`src/stack_cpu_instruction_step_unit_macros.svh`:
```
// assertion macros shared by the stack cpu rtl
`ifndef STACK_CPU_INSTRUCTION_STEP_UNIT_MACROS_SVH
`define STACK_CPU_INSTRUCTION_STEP_UNIT_MACROS_SVH

// same-cycle implication, checked outside reset
`define SCPU_ASSERT_NOW(label, clk, rst_n, ante, cons) \
    label: assert property (@(posedge clk) disable iff (!rst_n) (ante) |-> (cons)) \
        else $error("stack cpu check failed");

// next-cycle implication, checked outside reset
`define SCPU_ASSERT_NEXT(label, clk, rst_n, ante, cons) \
    label: assert property (@(posedge clk) disable iff (!rst_n) (ante) |=> (cons)) \
        else $error("stack cpu check failed");

`endif

```
`src/scpu_pkg.sv`:
```
// types and constants of the stack cpu
package scpu_pkg;

    typedef logic [15:0] t_word;
    typedef logic [12:0] t_pc;

    // write request into one stack
    typedef struct packed {
        logic  en;
        t_word data;
    } t_stk_wr;

    // instruction classes, bits 15:13 (4 to 7 are literals)
    localparam logic [2:0] CLS_JUMP    = 3'd0;
    localparam logic [2:0] CLS_ZBRANCH = 3'd1;
    localparam logic [2:0] CLS_CALL    = 3'd2;
    localparam logic [2:0] CLS_ALU     = 3'd3;

    // alu operation select, bits 11:8
    localparam logic [3:0] ALU_T     = 4'd0;
    localparam logic [3:0] ALU_N     = 4'd1;
    localparam logic [3:0] ALU_ADD   = 4'd2;
    localparam logic [3:0] ALU_AND   = 4'd3;
    localparam logic [3:0] ALU_OR    = 4'd4;
    localparam logic [3:0] ALU_XOR   = 4'd5;
    localparam logic [3:0] ALU_INV   = 4'd6;
    localparam logic [3:0] ALU_EQ    = 4'd7;
    localparam logic [3:0] ALU_LT    = 4'd8;
    localparam logic [3:0] ALU_SHR   = 4'd9;
    localparam logic [3:0] ALU_DEC   = 4'd10;
    localparam logic [3:0] ALU_R     = 4'd11;
    localparam logic [3:0] ALU_MEM   = 4'd12;
    localparam logic [3:0] ALU_SHL   = 4'd13;
    localparam logic [3:0] ALU_DEPTH = 4'd14;
    localparam logic [3:0] ALU_ULT   = 4'd15;

    // stack pointer delta codes
    localparam logic [1:0] DELTA_NONE = 2'd0;
    localparam logic [1:0] DELTA_INC  = 2'd1;
    localparam logic [1:0] DELTA_DEC2 = 2'd2;
    localparam logic [1:0] DELTA_DEC1 = 2'd3;

    // alu instruction flag bits
    localparam int BIT_R_TO_PC  = 12;
    localparam int BIT_T_TO_N   = 7;
    localparam int BIT_T_TO_R   = 6;
    localparam int BIT_N_TO_MEM = 5;

    localparam t_word WORD_TRUE  = 16'hFFFF;
    localparam t_word WORD_FALSE = 16'h0000;

endpackage

```
`src/stack_cpu_instruction_step_unit.sv`:
```
// top level of the two-stack 16-bit cpu, one instruction per item
// an item passes from the input register to the result register; a result-side stall can hold it between them
// throughput: one item per cycle while the result side does not stall; the stacks' registered read of n and r is ready
// for the following instruction because its address comes from the new pointers
// reset (synchronous, active low): pc, top, pointers and stack valid bits cleared,
// so every stack entry reads as zero until written; no clearing pass
module stack_cpu_instruction_step_unit #(
    parameter int STACK_DEPTH = 32
) (
    input  logic        i_clk,
    input  logic        i_rst_n,
    // input item
    input  logic        i_s_axis_tvalid,
    output logic        o_s_axis_tready,
    input  logic [31:0] i_s_axis_tdata,  // [15:0] instruction, [31:16] read_data
    // result item
    output logic        o_m_axis_tvalid,
    input  logic        i_m_axis_tready,
    output logic [63:0] o_m_axis_tdata   // [12:0] next_pc, [27:13] data_address,
                                         // [43:28] write_data, [44] write_enable,
                                         // [60:45] top_value, [63:61] zero
);
    import scpu_pkg::*;

    localparam int PW = $clog2(STACK_DEPTH);
    localparam logic [PW:0] DEPTH_X = (PW + 1)'(STACK_DEPTH);
    localparam logic [PW:0] ADD_INC  = (PW + 1)'(1);
    localparam logic [PW:0] ADD_DEC2 = (PW + 1)'(STACK_DEPTH - 2);
    localparam logic [PW:0] ADD_DEC1 = (PW + 1)'(STACK_DEPTH - 1);

    // pointer step modulo the stack depth: one add and one compare-subtract
    function automatic logic [PW-1:0] f_step(input logic [PW-1:0] p, input logic [1:0] code);
        logic [PW:0] add;
        logic [PW:0] sum;
        case (code)
            DELTA_INC:  add = ADD_INC;
            DELTA_DEC2: add = ADD_DEC2;
            DELTA_DEC1: add = ADD_DEC1;
            default:    add = '0;
        endcase
        sum = {1'b0, p} + add;
        if (sum >= DEPTH_X) begin
            sum = sum - DEPTH_X;
        end
        return sum[PW-1:0];
    endfunction

    // input register
    logic  r_in_valid;
    t_word r_ins;
    t_word r_rd;

    // architectural state
    t_word         r_top;
    t_pc           r_pc;
    logic [PW-1:0] r_dp;
    logic [PW-1:0] r_rp;

    // result register
    logic  r_out_valid;
    t_pc   r_out_pc;
    logic [14:0] r_out_addr;
    t_word r_out_wdata;
    logic  r_out_we;
    t_word r_out_top;

    // execute stage signals
    logic          w_fire;
    logic [2:0]    w_cls;
    logic [12:0]   w_low;
    t_pc           w_pc_inc;
    t_word         w_n;
    t_word         w_r;
    t_word         w_alu;
    t_word         n_top;
    t_pc           n_pc;
    logic [PW-1:0] n_dp;
    logic [PW-1:0] n_rp;
    logic          n_we;
    logic          w_ds_we;
    logic          w_rs_we;
    logic [PW-1:0] w_ds_waddr;
    logic [PW-1:0] w_rs_waddr;
    t_word         w_rs_wdata;
    t_stk_wr       w_ds_wr;
    t_stk_wr       w_rs_wr;

    // the execute stage runs when an item waits and the result register is free
    assign w_fire          = r_in_valid && (!r_out_valid || i_m_axis_tready);
    assign o_s_axis_tready = !r_in_valid || w_fire;

    always_ff @(posedge i_clk) begin
        if (!i_rst_n) begin
            r_in_valid <= 1'b0;
        end else if (o_s_axis_tready) begin
            r_in_valid <= i_s_axis_tvalid;
        end
    end

    always_ff @(posedge i_clk) begin
        if (i_s_axis_tvalid && o_s_axis_tready) begin
            r_ins <= i_s_axis_tdata[15:0];
            r_rd  <= i_s_axis_tdata[31:16];
        end
    end

    assign w_cls    = r_ins[15:13];
    assign w_low    = r_ins[12:0];
    assign w_pc_inc = r_pc + 13'd1;

    scpu_alu u_alu (
        .i_sel    (r_ins[11:8]),
        .i_t      (r_top),
        .i_n      (w_n),
        .i_r      (w_r),
        .i_rd     (r_rd),
        .o_result (w_alu)
    );

    // instruction decode and next state
    always_comb begin
        n_top      = r_top;
        n_pc       = r_pc;
        n_dp       = r_dp;
        n_rp       = r_rp;
        n_we       = 1'b0;
        w_ds_we    = 1'b0;
        w_rs_we    = 1'b0;
        w_ds_waddr = r_dp;
        w_rs_waddr = r_rp;
        // call pushes pc+1 as a 16-bit value, so pc 0x1fff pushes 0x2000
        w_rs_wdata = {3'd0, r_pc} + 16'd1;
        case (w_cls)
            CLS_JUMP: begin
                n_pc = w_low;
            end
            CLS_ZBRANCH: begin
                n_dp  = f_step(r_dp, DELTA_DEC1);
                n_top = w_n;
                n_pc  = (r_top != 16'd0) ? w_pc_inc : w_low;
            end
            CLS_CALL: begin
                w_rs_we = 1'b1;
                n_rp    = f_step(r_rp, DELTA_INC);
                n_pc    = w_low;
            end
            CLS_ALU: begin
                n_pc       = w_low[BIT_R_TO_PC] ? w_r[12:0] : w_pc_inc;
                n_top      = w_alu;
                n_we       = w_low[BIT_N_TO_MEM];
                n_rp       = f_step(r_rp, w_low[3:2]);
                n_dp       = f_step(r_dp, w_low[1:0]);
                // t-to-n and t-to-r land on the new top of each stack
                w_ds_we    = w_low[BIT_T_TO_N];
                w_ds_waddr = f_step(n_dp, DELTA_DEC1);
                w_rs_we    = w_low[BIT_T_TO_R];
                w_rs_waddr = f_step(n_rp, DELTA_DEC1);
                w_rs_wdata = r_top;
            end
            default: begin
                // literal: push old top, load 15-bit value
                w_ds_we = 1'b1;
                n_top   = {1'b0, r_ins[14:0]};
                n_dp    = f_step(r_dp, DELTA_INC);
                n_pc    = w_pc_inc;
            end
        endcase
    end

    assign w_ds_wr.en   = w_fire && w_ds_we;
    assign w_ds_wr.data = r_top;
    assign w_rs_wr.en   = w_fire && w_rs_we;
    assign w_rs_wr.data = w_rs_wdata;

    // n and r for the next instruction are read below the new pointers
    scpu_stack #(.DEPTH(STACK_DEPTH)) u_data_stack (
        .i_clk   (i_clk),
        .i_rst_n (i_rst_n),
        .i_en    (w_fire),
        .i_wr    (w_ds_wr),
        .i_waddr (w_ds_waddr),
        .i_raddr (f_step(n_dp, DELTA_DEC1)),
        .o_rdata (w_n)
    );

    scpu_stack #(.DEPTH(STACK_DEPTH)) u_return_stack (
        .i_clk   (i_clk),
        .i_rst_n (i_rst_n),
        .i_en    (w_fire),
        .i_wr    (w_rs_wr),
        .i_waddr (w_rs_waddr),
        .i_raddr (f_step(n_rp, DELTA_DEC1)),
        .o_rdata (w_r)
    );

    // architectural state update
    always_ff @(posedge i_clk) begin
        if (!i_rst_n) begin
            r_top <= '0;
            r_pc  <= '0;
            r_dp  <= '0;
            r_rp  <= '0;
        end else if (w_fire) begin
            r_top <= n_top;
            r_pc  <= n_pc;
            r_dp  <= n_dp;
            r_rp  <= n_rp;
        end
    end

    // result register; memory port fields come from the state before the instruction
    always_ff @(posedge i_clk) begin
        if (!i_rst_n) begin
            r_out_valid <= 1'b0;
        end else if (w_fire) begin
            r_out_valid <= 1'b1;
        end else if (i_m_axis_tready) begin
            r_out_valid <= 1'b0;
        end
    end

    always_ff @(posedge i_clk) begin
        if (w_fire) begin
            r_out_pc    <= n_pc;
            r_out_addr  <= r_top[15:1];
            r_out_wdata <= w_n;
            r_out_we    <= n_we;
            r_out_top   <= n_top;
        end
    end

    assign o_m_axis_tvalid = r_out_valid;
    assign o_m_axis_tdata  = {3'd0, r_out_top, r_out_we, r_out_wdata, r_out_addr, r_out_pc};

`include "stack_cpu_instruction_step_unit_macros.svh"

    // a jump lands exactly on its target
    `SCPU_ASSERT_NEXT(a_jump_target, i_clk, i_rst_n, w_fire && (w_cls == CLS_JUMP), r_pc == $past(w_low))
    // only alu instructions request a memory store
    `SCPU_ASSERT_NOW(a_store_only_alu, i_clk, i_rst_n, w_fire && (w_cls != CLS_ALU), !n_we)
    // a literal always leaves a top with the high bit clear
    `SCPU_ASSERT_NEXT(a_literal_top, i_clk, i_rst_n, w_fire && w_cls[2], !r_top[15])
    // without an executed instruction the pc and both stack pointers hold
    `SCPU_ASSERT_NEXT(a_state_hold, i_clk, i_rst_n, !w_fire, $stable(r_pc) && $stable(r_dp) && $stable(r_rp))

endmodule

```
`src/scpu_alu.sv`:
```
// alu of the stack cpu: new top of stack from t, n, r and read data
module scpu_alu (
    input  logic [3:0]     i_sel,
    input  scpu_pkg::t_word i_t,
    input  scpu_pkg::t_word i_n,
    input  scpu_pkg::t_word i_r,
    input  scpu_pkg::t_word i_rd,
    output scpu_pkg::t_word o_result
);
    import scpu_pkg::*;

    logic w_big_shift;

    assign w_big_shift = (i_t[15:4] != 12'd0);

    always_comb begin
        case (i_sel)
            ALU_T:     o_result = i_t;
            ALU_N:     o_result = i_n;
            ALU_ADD:   o_result = i_t + i_n;
            ALU_AND:   o_result = i_t & i_n;
            ALU_OR:    o_result = i_t | i_n;
            ALU_XOR:   o_result = i_t ^ i_n;
            ALU_INV:   o_result = ~i_t;
            ALU_EQ:    o_result = (i_n == i_t) ? WORD_TRUE : WORD_FALSE;
            ALU_LT:    o_result = ($signed(i_n) < $signed(i_t)) ? WORD_TRUE : WORD_FALSE;
            ALU_SHR:   o_result = w_big_shift ? WORD_FALSE : (i_n >> i_t[3:0]);
            ALU_DEC:   o_result = i_t - 16'd1;
            ALU_R:     o_result = i_r;
            ALU_MEM:   o_result = i_rd;
            ALU_SHL:   o_result = w_big_shift ? WORD_FALSE : (i_n << i_t[3:0]);
            ALU_DEPTH: o_result = WORD_FALSE;
            ALU_ULT:   o_result = (i_n < i_t) ? WORD_TRUE : WORD_FALSE;
            default:   o_result = WORD_FALSE;
        endcase
    end

endmodule

```
`src/scpu_stack.sv`:
```
// one stack: memory with valid bits, registered read of the entry below the pointer
module scpu_stack #(
    parameter int DEPTH = 32,
    localparam int AW = $clog2(DEPTH)
) (
    input  logic             i_clk,
    input  logic             i_rst_n,
    input  logic             i_en,
    input  scpu_pkg::t_stk_wr i_wr,
    input  logic [AW-1:0]    i_waddr,
    input  logic [AW-1:0]    i_raddr,
    output scpu_pkg::t_word  o_rdata
);
    import scpu_pkg::*;

    t_word            r_mem [DEPTH];
    logic [DEPTH-1:0] r_valid;
    t_word            r_rdata;

    always_ff @(posedge i_clk) begin
        if (i_wr.en) begin
            r_mem[i_waddr] <= i_wr.data;
        end
    end

    // unwritten entries read as zero; a write to the read address is forwarded
    always_ff @(posedge i_clk) begin
        if (!i_rst_n) begin
            r_valid <= '0;
            r_rdata <= '0;
        end else if (i_en) begin
            if (i_wr.en) begin
                r_valid[i_waddr] <= 1'b1;
            end
            if (i_wr.en && (i_waddr == i_raddr)) begin
                r_rdata <= i_wr.data;
            end else if (r_valid[i_raddr]) begin
                r_rdata <= r_mem[i_raddr];
            end else begin
                r_rdata <= '0;
            end
        end
    end

    assign o_rdata = r_rdata;

endmodule

```
`config.mk`:
```
export PLATFORM = sky130hd
export DESIGN_NAME = stack_cpu_instruction_step_unit
export DESIGN_NICKNAME = d
export VERILOG_FILES = /design/src/scpu_pkg.sv /design/src/stack_cpu_instruction_step_unit.sv /design/src/scpu_alu.sv /design/src/scpu_stack.sv
export VERILOG_INCLUDE_DIRS = /design/src /design/src/src
export SDC_FILE = /design/constraint.sdc
export NUM_CORES = 2
export LEC_CHECK = 0
export BUFFER_PORTS_ARGS = -buffer_cell sky130_fd_sc_hd__buf_4
export CORE_ASPECT_RATIO = 0.75
export CORE_UTILIZATION = 51
export CTS_CLUSTER_SIZE = 28
export DETAILED_ROUTE_END_ITERATION = 12
export PLACE_DENSITY = 0.67
export SLEW_MARGIN = 10
export SYNTH_ARGS = -nofsm -noshare
export SYNTH_HDL_FRONTEND = slang
export SYNTH_HIERARCHICAL = 1
export SYNTH_SLANG_ARGS = --single-unit
export TNS_END_PERCENT = 10
```
`constraint.sdc`:
```
create_clock -name i_clk -period 4.3 [get_ports i_clk]
set_input_delay 0.86 -clock i_clk [delete_from_list [all_inputs] [get_ports i_clk]]
set_output_delay 0.86 -clock i_clk [all_outputs]
set_load 0.1 [all_outputs]
```
==> impl_metrics.json <==
{
  "grt_pass1_vias": 33000,
  "synth_top_area_share_pct": 60.8,
  "synth_top_cell_by_area": "edfxtp_1",
  "drive_gt1_share_pct": 22.3,
  "timing.reg2reg.setup_slack_ns": 0.07,
  "setup_viol": 0,
  "fin_crit_ns": 4.23,
  "cts_tree": "built",
  "drv_cap": 0,
  "rsz0062_at_grt": "yes",
  "reg2reg_from": "u_data_stack/o_rdata[2]$_SDFFE_PN0P_",
  "finalPower_uw": 29200,
  "die-area_sq_mm": 0.110,
  "cts_buffer_depth": 3,
  "grt_max_degree": 178,
  "synth_cell_types": 95,
  "synth_seq_cells": 1254,
  "synthesis.area_sq_mm": 0.0552,
  "gp_congestion": 0.941,
  "holdWs_ns": 0.302,
  "drc_errors": 0,
  "grt.overflow.total": 0,
  "synth_seq_area_share_pct": 65.8,
  "fin_nets": 4166,
  "core_area_sq_mm": 0.107,
  "ys_top_cells_by_area": "edfxtp_1 (61%), mux4_2 (6.2%), mux2i_1 (5.5%)",
  "grt_pass1_wl_microns": 222000,
  "cp-end-kind": "flop",
  "cellLeakagePower_uw": 0.0220,
  "p_comb_share_pct": 19.3,
  "cp.required_ns": 4.96,
  "row_count": 104,
  "path_max_fanout": 2,
  "peakVddDrop_uv": 339,
  "clock_latency_ns": 0.74,
  "finClkSkew_ns": 0.0798,
  "first_iter_violations": 4723,
  "cts_max_level": 3,
  "synth-edff-count": 1117,
  "syn_area_per_cell_sq_um": 14.9,
  "synthFlopType": "edfxtp_1",
  "max_freq_mhz": 237,
  "die_h_microns": 287,
  "sw_frac_of_total_pct": 28.3,
  "vias": 35300,
  "power_frac_clock_pct": 34.2,
  "hpwlAfterDp_microns": 98400,
  "switchingPower_uw": 8250,
  "routed_wl_microns": 152000,
  "hp-class": "in -> reg",
  "worstRegToRegCells": 17,
  "yosysWarnings": 6,
  "r2r-end": "r_top[15]$_SDFFE_PN0P_",
  "start_util_pct": 51.5,
  "cts-buffers-inserted": 117,
  "fill_cells": 8250,
  "seqPwrFrac_pct": 46.5,
  "vias_per_cell": 6.33,
  "firstDrtPassIters": 6,
  "worst_slew_pin_slew_ns": 1.13,
  "maxSlewHeadroom_pct": 24.3,
  "ant_nets": 0,
  "slew_violations": 0,
  "cts_sinks": 1254,
  "ys_top_cells_by_count": "edfxtp_1 (1117), mux2i_1 (302), nor2_1 (239), nand2_1 (236), o21ai_0 (176)",
  "synth_cells": 3713,
  "die_w_microns": 382,
  "crit_start": "u_data_stack/o_rdata[2]$_SDFFE_PN0P_",
  "power_density_mw_per_mm2": 459,
  "status": "complete, no violations",
  "critPathKind": "reg -> reg",
  "antenna_found_initial": 7,
  "async_reset_ff_share_pct": 0,
  "wire_per_inst_microns": 27.3,
  "post-route-period-util_pct": 98.3,
  "crit_end": "r_top[15]$_SDFFE_PN0P_",
  "cp-start-kind": "flop",
  "hold_viol": 0,
  "grt_usage_pct": 27.4,
  "crit_arrival_ns": 4.89,
  "root_buffer": "clkbuf_16",
  "io_pins": 102,
  "area_growth_pct": 15.1,
  "synth.most_common_cell": "edfxtp_1",
  "clk_pin_slew_ns": 0.07,
  "numPortBuffers": 98,
  "p_int_uw": 20900
}
==> metal layers <==
layer / part of all wire [%] / vias up / track usage [%]
li1: - / 15200 / -
met1: 44 / 17800 / 43.2
met2: 42 / 1976 / 37.7
met3: 11 / 259 / 5.98
met4: 2.9 / 2 / 8.22
met5: 0.0085 / - / 0
==> cells by family (layout without fill, tap and decap cells) <==
logic type	after synthesis	after routing	synth area share (%)
other cells	1	4	0.00680
xor+xnor	64	64	1.05
simple gates	722	722	6.17
mux	473	473	12.3
buf+inv	312	740	2.75
flops	1254	1254	65.8
compound gates	801	801	9.98
fa+ha+maj	86	86	1.99
==> state kept, by name (all words and copies together) (netlist names) <==
signal,count
r_top,16
r_in_valid,1
r_dp,5
u_return_stack/r_mem,512
o_m_axis_tvalid,1
r_out_addr,15
u_return_stack/r_valid,32
r_out_wdata,16
u_data_stack/o_rdata,16
r_rd,16
r_out_we,1
r_rp,5
u_return_stack/o_rdata,16
r_out_top,16
r_pc,13
u_data_stack/r_mem,512
r_ins,16
u_data_stack/r_valid,32
r_out_pc,13
==> critical path, cell delays in order, from the launching register on <==
cell      delay [ns]
dfxtp_1         0.32
or4_4           0.53
or4_4           0.46
or3_4           0.38
xnor2_4         0.15
nand2_2         0.10
ha_4            0.23
a21oi_4         0.12
nand2_1         0.07
o311a_1         0.37
o41ai_2         0.22
buf_4           0.16
xnor3_1         0.28
o21ai_1         0.12
mux2i_1         0.11
a211oi_2        0.29
nand2_1         0.08
a21boi_1        0.16
==> final cells by class <==
type                       instances  area [sq um]  area share [%]
sequential                      1254         36300            57.2
multi-input combinational       2149         17700            27.9
timing repair buffer             453          3710            5.85
clock buffer                     149          3120            4.91
tap                             1431          1790            2.82
clock inverter                    69           562           0.885
inverter                          69           264           0.416
antenna                            1          2.50         0.00394
==> how the worst min path moves through the flow <==
stage | cells after the start | start | slack [ns] | endpoint
after CTS | 1 | i_s_axis_tdata[25] | 0.27 | r_rd[9]$_DFFE_PP_
after global placement | 1 | u_return_stack/r_valid[13]$_SDFFE_PN0P_ | 0.44 | u_return_stack/r_valid[13]$_SDFFE_PN0P_
after global routing | 1 | i_s_axis_tdata[25] | 0.28 | r_rd[9]$_DFFE_PP_
after detailed placement | 1 | u_return_stack/r_valid[16]$_SDFFE_PN0P_ | 0.45 | u_return_stack/r_valid[16]$_SDFFE_PN0P_
after floorplan | 1 | u_data_stack/r_valid[17]$_SDFFE_PN0P_ | 0.43 | u_data_stack/r_valid[17]$_SDFFE_PN0P_
final | 1 | i_s_axis_tdata[25] | 0.30 | r_rd[9]$_DFFE_PP_
==> placed cells by master, fill, tap and decap left out, types with 88 or more instances in the layout <==
master and n:
clkbuf_16 118, a22oi_1 122, edfxtp_1 1117, dfxtp_1 121
o21ai_0 170, buf_4 427, nand2_1 233, a21oi_1 88
mux4_2 152, nor2_1 230, mux2i_1 301
==> power groups by stage <==
stage | registers, uW | logic, uW | clock network, uW
2_1_floorplan | 14000 | 3100 | 0
3_3_place_gp | 13800 | 5370 | 0
3_5_place_dp | 13800 | 5410 | 0
4_1_cts | 13500 | 5450 | 10100
5_1_grt | 13600 | 5940 | 10600
6_report | 13600 | 5640 | 9970
==> stage by stage <==
| step | setup WS, ns | cell area [sq um] | std cells | util [%] | setup TNS [ns] |
|---|---|---|---|---|---|
| after CTS | 0.0103 | 63300 | 5570 | 59.0 | 0 |
| after detailed placement | -0.294 | 59600 | 5351 | 55.6 | -0.471 |
| after global placement | -0.267 | 59600 | 5351 | 55.6 | -0.385 |
| final | 0.0734 | 63500 | 5575 | 59.2 | 0 |
| after floorplan | -0.0459 | 55200 | 3715 | - | -0.0459 |
| after global routing | -0.100 | 63500 | 5574 | 59.2 | -0.225 |
==> what timing repair did <==
action	CTS	global route
hold buffers	0	0
buffers inserted	1	3
setup endpoints to repair	3	172
resized for setup	6	39
pin swaps	2	9
gates cloned	0	1
No activity file was read; power rests on OpenSTA's default activity.
